**config.mk**
```make
export PLATFORM = sky130hd
export DESIGN_NAME = rolling_hash_pattern_match_top
export DESIGN_NICKNAME = d
export VERILOG_FILES = /design/src/hw/rtl/rhpm_pkg.sv /design/src/hw/rtl/rhpm_ram.sv /design/src/hw/rtl/rhpm_cfg.sv /design/src/hw/rtl/rhpm_core.sv /design/src/hw/rtl/rolling_hash_pattern_match_top.sv
export SDC_FILE = /design/constraint.sdc
export NUM_CORES = 1
export LEC_CHECK = 0
export BUFFER_PORTS_ARGS = -buffer_cell sky130_fd_sc_hd__buf_2
export CORE_UTILIZATION = 60
export DETAILED_ROUTE_END_ITERATION = 6
export PLACE_DENSITY = 0.77
export SLEW_MARGIN = 20
export SYNTH_ARGS = -nofsm -noshare
export SYNTH_HDL_FRONTEND = slang
export SYNTH_HIERARCHICAL = 1
export SYNTH_SLANG_ARGS = --single-unit
```
**constraint.sdc**
```tcl
create_clock -name clk_i -period 16.2 [get_ports clk_i]
set_input_delay 0 -clock clk_i [delete_from_list [all_inputs] [get_ports clk_i]]
set_output_delay 0 -clock clk_i [all_outputs]
set_load 0.01 [all_outputs]
```
**src/hw/rtl/rhpm_pkg.sv**
```systemverilog
`default_nettype none
package rhpm_pkg;

  localparam int unsigned HashW   = 23;
  localparam int unsigned PatLenW = 7;
  localparam int unsigned ByteW   = 8;
  localparam int unsigned ApbAddrW = 4;
  localparam int unsigned ApbDataW = 32;

  // register index codes, taken from paddr[3:2]
  localparam logic [1:0] RegPatternLength = 2'd0;
  localparam logic [1:0] RegTargetHash    = 2'd1;
  localparam logic [1:0] RegTopPower      = 2'd2;

  localparam logic [PatLenW-1:0] PatternLengthRst = PatLenW'(1);
  localparam logic [HashW-1:0]   TargetHashRst    = '0;
  localparam logic [HashW-1:0]   TopPowerRst      = HashW'(1);

  typedef struct packed {
    logic [PatLenW-1:0] pattern_length;
    logic [HashW-1:0]   target_hash;
    logic [HashW-1:0]   top_power;
  } cfg_t;

  typedef enum logic [2:0] {
    ST_IDLE = 3'b001,
    ST_MUL  = 3'b010,
    ST_UPD  = 3'b100
  } state_e;

endpackage
`default_nettype wire

```
**src/hw/rtl/rhpm_ram.sv**
```systemverilog
`default_nettype none
module rhpm_ram #(
  parameter int unsigned Width = 8,
  parameter int unsigned Depth = 64
) (
  input  wire                                       clk_i,
  input  wire                                       we_i,
  input  wire  [((Depth > 1) ? $clog2(Depth) : 1)-1:0] waddr_i,
  input  wire  [Width-1:0]                          wdata_i,
  input  wire                                       re_i,
  input  wire  [((Depth > 1) ? $clog2(Depth) : 1)-1:0] raddr_i,
  output logic [Width-1:0]                          rdata_o
);

  logic [Width-1:0] mem_q [Depth];

  always_ff @(posedge clk_i) begin
    if (we_i) begin
      mem_q[waddr_i] <= wdata_i;
    end
    if (re_i) begin
      rdata_o <= mem_q[raddr_i];
    end
  end

endmodule
`default_nettype wire

```
**src/hw/rtl/rhpm_cfg.sv**
```systemverilog
`default_nettype none
module rhpm_cfg (
  input  wire                              clk_i,
  input  wire                              rst_ni,
  input  wire                              psel,
  input  wire                              penable,
  input  wire                              pwrite,
  input  wire  [rhpm_pkg::ApbAddrW-1:0]    paddr,
  input  wire  [rhpm_pkg::ApbDataW-1:0]    pwdata,
  output logic [rhpm_pkg::ApbDataW-1:0]    prdata,
  output logic                             pready,
  output rhpm_pkg::cfg_t                   cfg_o
);
  import rhpm_pkg::*;

  cfg_t cfg_q;
  logic wr_en;
  logic [1:0] reg_idx;

  assign pready  = 1'b1;
  assign wr_en   = psel & penable & pwrite;
  assign reg_idx = paddr[3:2];

  always_ff @(posedge clk_i or negedge rst_ni) begin
    if (!rst_ni) begin
      cfg_q.pattern_length <= PatternLengthRst;
      cfg_q.target_hash    <= TargetHashRst;
      cfg_q.top_power      <= TopPowerRst;
    end else if (wr_en) begin
      unique case (reg_idx)
        RegPatternLength: cfg_q.pattern_length <= pwdata[PatLenW-1:0];
        RegTargetHash:    cfg_q.target_hash    <= pwdata[HashW-1:0];
        RegTopPower:      cfg_q.top_power      <= pwdata[HashW-1:0];
        default: ;
      endcase
    end
  end

  always_comb begin
    unique case (reg_idx)
      RegPatternLength: prdata = ApbDataW'(cfg_q.pattern_length);
      RegTargetHash:    prdata = ApbDataW'(cfg_q.target_hash);
      RegTopPower:      prdata = ApbDataW'(cfg_q.top_power);
      default:          prdata = '0;
    endcase
  end

  assign cfg_o = cfg_q;

endmodule
`default_nettype wire

```
**src/hw/rtl/rhpm_core.sv**
```systemverilog
`default_nettype none
module rhpm_core #(
  parameter int unsigned MAX_PATTERN = 64
) (
  input  wire                          clk_i,
  input  wire                          rst_ni,
  input  rhpm_pkg::cfg_t               cfg_i,
  input  wire                          in_valid_i,
  output logic                         in_ready_o,
  input  wire  [rhpm_pkg::ByteW-1:0]   in_byte_i,
  input  wire                          in_restart_i,
  output logic                         out_valid_o,
  input  wire                          out_ready_i,
  output logic                         out_match_o,
  output logic                         out_full_o
);
  import rhpm_pkg::*;

  localparam int unsigned LenW  = $clog2(MAX_PATTERN + 1);
  localparam int unsigned SlotW = (MAX_PATTERN > 1) ? $clog2(MAX_PATTERN) : 1;
  localparam int unsigned CmpW  = (LenW > PatLenW) ? LenW : PatLenW;
  localparam int unsigned AW    = CmpW + 1;

  state_e state_q, state_d;

  logic [HashW-1:0] hash_q;
  logic [LenW-1:0]  fill_q;
  logic [SlotW-1:0] slot_q;
  logic [LenW-1:0]  len_q;
  logic             rm_q;
  logic [ByteW-1:0] byte_q;
  logic [HashW-1:0] prod_q;
  logic             out_valid_q, out_match_q, out_full_q;

  logic             accept;
  logic             upd_done;
  logic [CmpW-1:0]  pl_ext;
  logic [LenW-1:0]  eff_len;
  logic [LenW-1:0]  fill_eff;
  logic [SlotW-1:0] slot_eff;
  logic [AW-1:0]    slot_ext, len_ext, old_ext;
  logic [SlotW-1:0] old_slot;
  logic [ByteW-1:0] ram_rdata;
  logic [HashW-1:0] prod_full;
  logic [HashW-1:0] diff, hash_new;
  logic [LenW-1:0]  fill_new;
  logic [SlotW-1:0] slot_new;
  logic             full_new;

  assign in_ready_o = (state_q == ST_IDLE);
  assign accept     = in_valid_i & in_ready_o;
  assign upd_done   = (state_q == ST_UPD) & (~out_valid_q | out_ready_i);

  // window length clamped to 1..MAX_PATTERN
  always_comb begin
    pl_ext = CmpW'(cfg_i.pattern_length);
    if (cfg_i.pattern_length == '0) begin
      eff_len = LenW'(1);
    end else if (pl_ext > CmpW'(MAX_PATTERN)) begin
      eff_len = LenW'(MAX_PATTERN);
    end else begin
      eff_len = pl_ext[LenW-1:0];
    end
  end

  assign fill_eff = in_restart_i ? '0 : fill_q;
  assign slot_eff = in_restart_i ? '0 : slot_q;
  assign slot_ext = AW'(slot_eff);
  assign len_ext  = AW'(eff_len);

  always_comb begin
    if (slot_ext >= len_ext) begin
      old_ext = slot_ext - len_ext;
    end else begin
      old_ext = slot_ext + AW'(MAX_PATTERN) - len_ext;
    end
  end
  assign old_slot = old_ext[SlotW-1:0];

  // previous write lands before the next accept, so no read/write overlap
  rhpm_ram #(
    .Width (ByteW),
    .Depth (MAX_PATTERN)
  ) u_window (
    .clk_i   (clk_i),
    .we_i    (upd_done),
    .waddr_i (slot_q),
    .wdata_i (byte_q),
    .re_i    (accept),
    .raddr_i (old_slot),
    .rdata_o (ram_rdata)
  );

  // only the low hash bits of the product matter
  assign prod_full = {{(HashW-ByteW){ram_rdata[ByteW-1]}}, ram_rdata} * cfg_i.top_power;

  assign diff     = hash_q - prod_q;
  // x*129 = (x << 7) + x
  assign hash_new = {diff[HashW-8:0], 7'b0} + diff
                    + {{(HashW-ByteW){byte_q[ByteW-1]}}, byte_q};
  assign fill_new = (fill_q < LenW'(MAX_PATTERN)) ? fill_q + LenW'(1) : fill_q;
  assign slot_new = (slot_q == SlotW'(MAX_PATTERN - 1)) ? '0 : slot_q + SlotW'(1);
  assign full_new = (fill_new >= len_q);

  always_comb begin
    state_d = state_q;
    unique case (state_q)
      ST_IDLE: if (accept)   state_d = ST_MUL;
      ST_MUL:                state_d = ST_UPD;
      ST_UPD:  if (upd_done) state_d = ST_IDLE;
      default:               state_d = ST_IDLE;
    endcase
  end

  always_ff @(posedge clk_i or negedge rst_ni) begin
    if (!rst_ni) begin
      state_q     <= ST_IDLE;
      hash_q      <= '0;
      fill_q      <= '0;
      slot_q      <= '0;
      out_valid_q <= 1'b0;
    end else begin
      state_q <= state_d;
      if (accept) begin
        hash_q <= in_restart_i ? '0 : hash_q;
        fill_q <= fill_eff;
        slot_q <= slot_eff;
      end else if (upd_done) begin
        hash_q <= hash_new;
        fill_q <= fill_new;
        slot_q <= slot_new;
      end
      if (upd_done) begin
        out_valid_q <= 1'b1;
      end else if (out_ready_i) begin
        out_valid_q <= 1'b0;
      end
    end
  end

  always_ff @(posedge clk_i) begin
    if (accept) begin
      byte_q <= in_byte_i;
      len_q  <= eff_len;
      rm_q   <= (fill_eff >= eff_len);
    end
    if (state_q == ST_MUL) begin
      prod_q <= rm_q ? prod_full : '0;
    end
    if (upd_done) begin
      out_full_q  <= full_new;
      out_match_q <= full_new & (hash_new == cfg_i.target_hash);
    end
  end

  assign out_valid_o = out_valid_q;
  assign out_match_o = out_match_q;
  assign out_full_o  = out_full_q;

endmodule
`default_nettype wire

```
**src/hw/rtl/rolling_hash_pattern_match_top.sv**
```systemverilog
// After an input beat is accepted, its result beat is valid once the multiply and update
// states have run, plus master stalls. A new byte is taken only after the window RAM read,
// the oldest-byte multiply and the hash update/write-back are done in turn for the last byte.
// A result held on the master side stalls the next byte at its update step.
// Reset (rst_ni low, async): hash, fill count and write slot clear, registers take
// pattern_length 1, target_hash 0, top_power 1; window RAM content is not cleared.
`default_nettype none
module rolling_hash_pattern_match_top #(
  parameter int unsigned MAX_PATTERN = 64
) (
  input  wire                            clk_i,
  input  wire                            rst_ni,
  input  wire                            s_axis_tvalid,
  output logic                           s_axis_tready,
  input  wire  [7:0]                     s_axis_tdata,  // [7:0] byte_value
  input  wire                            s_axis_tuser,  // [0] first_of_block
  output logic                           m_axis_tvalid,
  input  wire                            m_axis_tready,
  output logic [7:0]                     m_axis_tdata,  // [0] match, [1] window_full
  input  wire                            psel,
  input  wire                            penable,
  input  wire                            pwrite,
  input  wire  [rhpm_pkg::ApbAddrW-1:0]  paddr,
  input  wire  [rhpm_pkg::ApbDataW-1:0]  pwdata,
  output logic [rhpm_pkg::ApbDataW-1:0]  prdata,
  output logic                           pready
);
  import rhpm_pkg::*;

  cfg_t cfg;
  logic out_match, out_full;

  rhpm_cfg u_cfg (
    .clk_i   (clk_i),
    .rst_ni  (rst_ni),
    .psel    (psel),
    .penable (penable),
    .pwrite  (pwrite),
    .paddr   (paddr),
    .pwdata  (pwdata),
    .prdata  (prdata),
    .pready  (pready),
    .cfg_o   (cfg)
  );

  rhpm_core #(
    .MAX_PATTERN (MAX_PATTERN)
  ) u_core (
    .clk_i        (clk_i),
    .rst_ni       (rst_ni),
    .cfg_i        (cfg),
    .in_valid_i   (s_axis_tvalid),
    .in_ready_o   (s_axis_tready),
    .in_byte_i    (s_axis_tdata),
    .in_restart_i (s_axis_tuser),
    .out_valid_o  (m_axis_tvalid),
    .out_ready_i  (m_axis_tready),
    .out_match_o  (out_match),
    .out_full_o   (out_full)
  );

  assign m_axis_tdata = {6'b0, out_full, out_match};

endmodule
`default_nettype wire
```
==> flow_summary.yaml, run 1 <==
run_status:
  status: "finished clean"
sta:
  whs_ns: 0.0568
  final.setup.tns_ns: 0
  rsz0062_at_grt: "no"
  fin_crit_sh_pct: 38.7
  hold_violations: 0
  slew_headroom_pct: 25.4
  maxSlewViolCount: 0
  setup_violations: 0
  fin_skew_ns: 0.0197
  min_period_ns: 6.27
  clock.fmax_ghz: 0.159
  fin_ws_ns: 9.93
  tightest_slew_ns: 1.09
synth:
  synth-main-ff-cell: "edfxtp_1"
  syn-instance-count: 2393
  yosysTopAreaCellShare_pct: 49.0
  synthMuxAreaShare_pct: 11.7
  synth.most_common_cell: "edfxtp_1"
  synthesis.area_mm2: 0.0344
  synth.avg_cell_area_um2: 14.4
  synth_area_leaders: "edfxtp_1 (49%), mux4_2 (8.3%), fa_1 (7.0%)"
  synth-compound-area-share_pct: 6.07
  synth-simple-area-share_pct: 8.20
  yosysSeqAreaShare_pct: 55.8
  synth-seq-cells: 654
  synth_top_family_by_area: "multiplexers"
  yosys_warnings: 6
  synth_edf_count: 561
  yosys-top-cells-count: "edfxtp_1 (561), inv_1 (209), mux4_2 (126), nand2_1 (125), nor2_1 (123)"
  synth-adder-area-share_pct: 11.4
  synthArstFlopShare_pct: 14.2
  yosys.area.top_type: "edfxtp_1"
  synth_cell_types: 92
  synth_xor_area_share_pct: 2.61
floorplan:
  ios: 95
  die_y_um: 241
  core_mm2: 0.0565
  dieArea_mm2: 0.0582
  initial_core_util_pct: 60.8
  rows: 87
  die_w_um: 241
finish:
  area_delta_synth_final_pct: 10.1
  finalInstanceArea_mm2: 0.0379
  finalNetCount: 2786
  insertedDiodeCount: 0
  fill_cells: 3766
  drive_gt1_share_pct: 16.5
clocking:
  clkTransAtPathRegs_ns: 0.07
  clock_latency_ns: 0.62
  htreeDepth: 3
  cts_buffer_depth: 3
  numCtsBuffers: 68
  clock-sinks: 654
  cts_root_buf: "clkbuf_16"
  tritoncts: "done"
placement:
  pre_cts_slack_ns: 10.01
  postPlaceCellArea_mm2: 0.0353
  place.gp.congestion: 0.901
  numPortBuffers: 67
  dpl.hpwl_um: 53300
hold_path:
  hp-class: "in2reg"
critical_path:
  critPathSlowestCell: "a2111oi_0"
  cp.buffers_inverters: 3
  cp_common_cell: "fa_1"
  arrival_ns: 6.64
  cp_max_fo: 14
  start_kind: "flop"
  worstSetupPathType: "reg2reg"
  end_kind: "flop"
  cp_top_family: "adder cells"
  cp.required_ns: 16.57
  cp_cell_sequence: "inv_1 > nor2_1 > fa_1 > inv_1 > fa_1 > fa_1 > fa_1 > inv_1 > ha_1 > a21o_1 > a2111oi_0 > or3_1 > a311oi_1 > a41o_1 > o21ai_0 > a21oi_1 > xor2_1 > and2_1"
  max_stage_delay_ns: 0.94
routing:
  vias: 20800
  wl_um: 81400
  drc_errors: 0
  wl_per_cell_um: 24.6
  drtIter0Drc: 1931
  routed_via_density: 6.29
  dr.pass1.iters: 5
  ant_nets: 0
grt:
  track_usage_pct: 28.9
  grt_pass1_vias: 21600
  grt_pass1_wl_um: 124000
  grt_max_degree: 74
  gr-total-overflow: 0
  antenna_found_initial: 0
flow_run:
  maxCapViolCount: 0
## state kept, by name, summed over array words and instances, names as in the netlist, 3 cells and up
signal and count:
u_core/state_q 3, u_core/u_window/rdata_o 8, u_core/fill_q 7, u_cfg/cfg_o 53, u_core/u_window/mem_q 512, u_core/slot_q 6, u_core/prod_q 23, u_core/len_q 7
u_core/hash_q 23, u_core/byte_q 8
## through the flow
stage | utilization, % | cells
global route | 67.0 | 3305
finish | 67.0 | 3305
detailed placement | 62.4 | 3143
global placement | 62.4 | 3143
CTS | 67.0 | 3305
floorplan | - | 2406
## placed cells by master (no fill, tap or decap), drive strengths merged, types with 7 or more instances in the layout
| cell | n |
|---|---|
| a211oi | 11 |
| a21o | 18 |
| a21oi | 52 |
| a221oi | 8 |
| a22o | 32 |
| a31oi | 7 |
| and2 | 120 |
| buf | 95 |
| clkbuf | 87 |
| clkinv | 30 |
| conb | 16 |
| dfrtp | 90 |
| dlygate4sd3 | 36 |
| edfxtp | 561 |
| fa | 121 |
| ha | 119 |
| inv | 211 |
| mux2 | 69 |
| mux2i | 32 |
| mux4 | 126 |
| nand2 | 125 |
| nand2b | 37 |
| nand3 | 28 |
| nor2 | 124 |
| nor2b | 43 |
| nor3 | 21 |
| nor4 | 8 |
| o211ai | 8 |
| o21a | 10 |
| o21ai | 70 |
| o21bai | 7 |
| o221ai | 8 |
| o22ai | 11 |
| or3 | 10 |
| xnor2 | 54 |
| xor2 | 44 |
## routing by layer
layer	vias to the layer above	share of wire, %	GRT usage (%)
li1	8923	-	-
met4	0	3.6	11.7
met3	204	6.9	4.39
met2	948	50	49.5
met1	10700	39	37.0
met5	-	0	0
## worst paths after layout
path                                      to  slack, ns                  startpoint  cells after the start
max in group asynchronous  u_core/hash_q[20]      15.08                      rst_ni                      4
min in group asynchronous     u_cfg/cfg_o[0]       0.47                      rst_ni                      3
hold / removal               u_cfg/cfg_o[49]       0.06                     penable                      4
hold reg to reg            u_core/hash_q[14]       0.51           u_core/hash_q[14]                      1
setup / recovery           u_core/prod_q[21]       9.93  u_core/u_window/rdata_o[7]                     18
setup reg to reg           u_core/prod_q[21]       9.93  u_core/u_window/rdata_o[7]                     18
## worst reg2reg max path: stages (launching register included)
cell	delay, ns
edfxtp_1	0.76
inv_1	0.37
nor2_1	0.21
fa_1	0.43
inv_1	0.08
fa_1	0.43
fa_1	0.47
fa_1	0.49
inv_1	0.04
ha_1	0.33
a21o_1	0.20
a2111oi_0	0.94
or3_1	0.27
a311oi_1	0.13
a41o_1	0.27
o21ai_0	0.20
a21oi_1	0.11
xor2_1	0.14
and2_1	0.15
## timing repair
item	CTS	global route
resized for setup	0	0
hold endpoints to repair	110	0
hold buffers	37	0
buffers inserted	0	0
## logic make-up (layout without fill, tap and decap cells)
| kind of cell | count (synthesis) | in the layout |
|---|---|---|
| other | 3 | 16 |
| flip-flops | 654 | 654 |
| multiplexers | 227 | 227 |
| AND/OR/NAND/NOR | 551 | 551 |
| buffers and inverters | 323 | 466 |
| XOR/XNOR | 99 | 99 |
| AO/OA/AOI/OAI | 296 | 296 |
| adder cells (fa/ha/maj) | 240 | 240 |
## layout make-up
type / instances / area, um2 / area share, %
Timing Repair Buffer: 131 / 921 / 2.43
Tap cell: 756 / 946 / 2.50
Inverter: 210 / 798 / 2.11
Clock buffer: 87 / 1820 / 4.80
Sequential cell: 654 / 19200 / 50.7
Multi-Input combinational cell: 1429 / 13800 / 36.5
Clock inverter: 38 / 379 / 1.00
Power of run 1 is left out: the tool's default activity adds up to more than one toggle a clock period on the data nets, which glitch-free logic cannot reach.
==> run 2, diff against run 1 <==
Clock period 16.2 ns to 5.9 ns, I/O delays scaled along.
==> run 2 against run 1 <==
First-iteration DRC count rose by 18%. Hold slack got worse by 0.018 ns. Non-clock buffer count rose by 31. Sequential cell count did not move. Global-route usage rose by 0.85 points. Clock-buffer cell count fell by 2. Critical path type unchanged. Critical path depth rose by 3. Fmax rose by 11%. Cell count rose by 0.94%.
==> flow_summary.yaml, run 2 (synthesis results as in run 1) <==
sta:
  rsz0062_at_grt: "yes"
  slew_headroom_pct: 30.0
  tightest_slew_ns: 1.04
  setup_violations: 0
  clock.fmax_ghz: 0.176
  maxSlewViolCount: 0
  min_period_ns: 5.67
  fin_crit_sh_pct: 96.1
  fin_skew_ns: 0.0157
  hold_violations: 0
  final.setup.tns_ns: 0
placement:
  numPortBuffers: 67
  place.gp.congestion: 0.925
  dpl.hpwl_um: 55600
critical_path:
  cp_max_fo: 6
  r2r_cells: 21
  worstSetupPathType: "reg2reg"
  end_kind: "flop"
  start_kind: "flop"
  arrival_ns: 6.15
  rrSetupSlack_ns: 0.23
  critPathLaunch: "u_core/hash_q[10]"
  cp.required_ns: 6.38
  reg2reg_from: "u_core/hash_q[10]"
  timing.rr.end: "u_core/out_match_o"
  worstSetupEndpoint: "u_core/out_match_o"
clocking:
  cts_buffer_depth: 3
  clkTransAtPathRegs_ns: 0.06
  clock-sinks: 654
  clock_latency_ns: 0.62
  numCtsBuffers: 68
  tritoncts: "done"
  cts_root_buf: "clkbuf_16"
  htreeDepth: 3
finish:
  top_register: "u_core/u_window/mem_q"
  layout_common_cells: "edfxtp_1 (561), inv_1 (207), mux4_2 (126), nand2_1 (125), nor2_1 (122)"
  largest_reg_flops: 512
  drive_gt1_share_pct: 17.5
  finalNetCount: 2817
  insertedDiodeCount: 0
  final_common_cell: "edfxtp_1"
  area_delta_synth_final_pct: 11.2
  fill_cells: 3780
routing:
  wl_per_cell_um: 25.1
  drtIter0Drc: 2285
  routed_via_density: 6.25
  ant_nets: 0
  vias: 20900
  wl_um: 83600
  drc_errors: 0
  dr.pass1.iters: 6
floorplan:
  die_y_um: 241
  initial_core_util_pct: 60.8
  die_w_um: 241
  core_mm2: 0.0565
  dieArea_mm2: 0.0582
  ios: 95
  rows: 87
run_status:
  status: "finished clean"
grt:
  grt_pass1_wl_um: 128000
  grt_max_degree: 75
  track_usage_pct: 29.7
  antenna_found_initial: 1
  grt_pass1_vias: 21700
  gr-total-overflow: 0
hold_path:
  hp-class: "in2reg"
flow_run:
  maxCapViolCount: 0
-- run 2: cell types whose count changed in the layout (fill, tap and decap cells not counted), sizes merged --
cell,before,now
dlygate4sd3,36,40
clkinv,30,28
bufinv,4,6
buf,95,122
clkinvlp,3,1
clkbuf,87,85
inv,211,215
-- run 2: area by class of cell --
class / instances / area (um2) / share of cell area [%]
Sequential cell: 654 / 19200 / 50.2
Clock buffer: 85 / 1820 / 4.76
Inverter: 210 / 798 / 2.09
Multi-Input combinational cell: 1429 / 13900 / 36.3
Clock inverter: 40 / 419 / 1.10
Timing Repair Buffer: 162 / 1200 / 3.14
Tap cell: 756 / 946 / 2.47
-- run 2: worst min-delay path by stage --
stage	cells past startpoint	start	end	slack [ns]
3_3_place_gp	1	rst_ni	u_cfg/cfg_o[29]	0.02
4_1_cts	3	paddr[3]	u_cfg/cfg_o[0]	0.009
5_1_grt	3	paddr[3]	u_cfg/cfg_o[0]	0.02
6_report	3	paddr[3]	u_cfg/cfg_o[0]	0.04
3_5_place_dp	1	rst_ni	u_cfg/cfg_o[27]	0.03
2_1_floorplan	0	rst_ni	u_cfg/cfg_o[10]	-0.30
-- run 2: routing by layer --
layer / track usage (%) / up-vias / routed length, um
li1: - / 8974 / -
met1: 38.9 / 10700 / 32600
met2: 50.3 / 994 / 42000
met3: 5.16 / 194 / 6240
met4: 10.4 / 0 / 2760
met5: 0 / - / 0
-- run 2: through the flow --
step                utilization (%)  std cells  instance area, um2  setup slack [ns]  hold slack, ns
floorplan                         -       2406               34400             0.559          -0.296
finish                         67.7       3336               38200             0.229          0.0386
global route                   67.7       3336               38200           -0.0115          0.0197
CTS                            67.5       3333               38200             0.117         0.00854
detailed placement             62.8       3167               35500             0.167          0.0307
global placement               62.8       3167               35500             0.292          0.0207
-- run 2: what timing repair did --
action                     CTS  global route
gates resized for setup      0             9
setup endpoints to repair    0             2
setup buffers                0             3
hold buffers                41             0
hold endpoints to repair   108             0
-- run 2: critical path, stage by stage (launching register included) --
cell and delay, ns:
dfrtp_1 0.38, ha_1 0.42, o21ai_0 0.14, o21ai_0 0.17, o211ai_1 0.21, a2111oi_4 0.46
o311ai_1 0.15, a21boi_0 0.29, nor2_1 0.09, xnor2_1 0.21, fa_1 0.46, ha_1 0.39
xnor2_1 0.18, buf_4 0.15, a21oi_1 0.22, o311ai_0 0.18, nor4_1 0.35, nand4_1 0.16
nor4_2 0.32, nand4_1 0.17, nor4_1 0.24, and4_1 0.22
Power of run 2 is left out for the same reason.
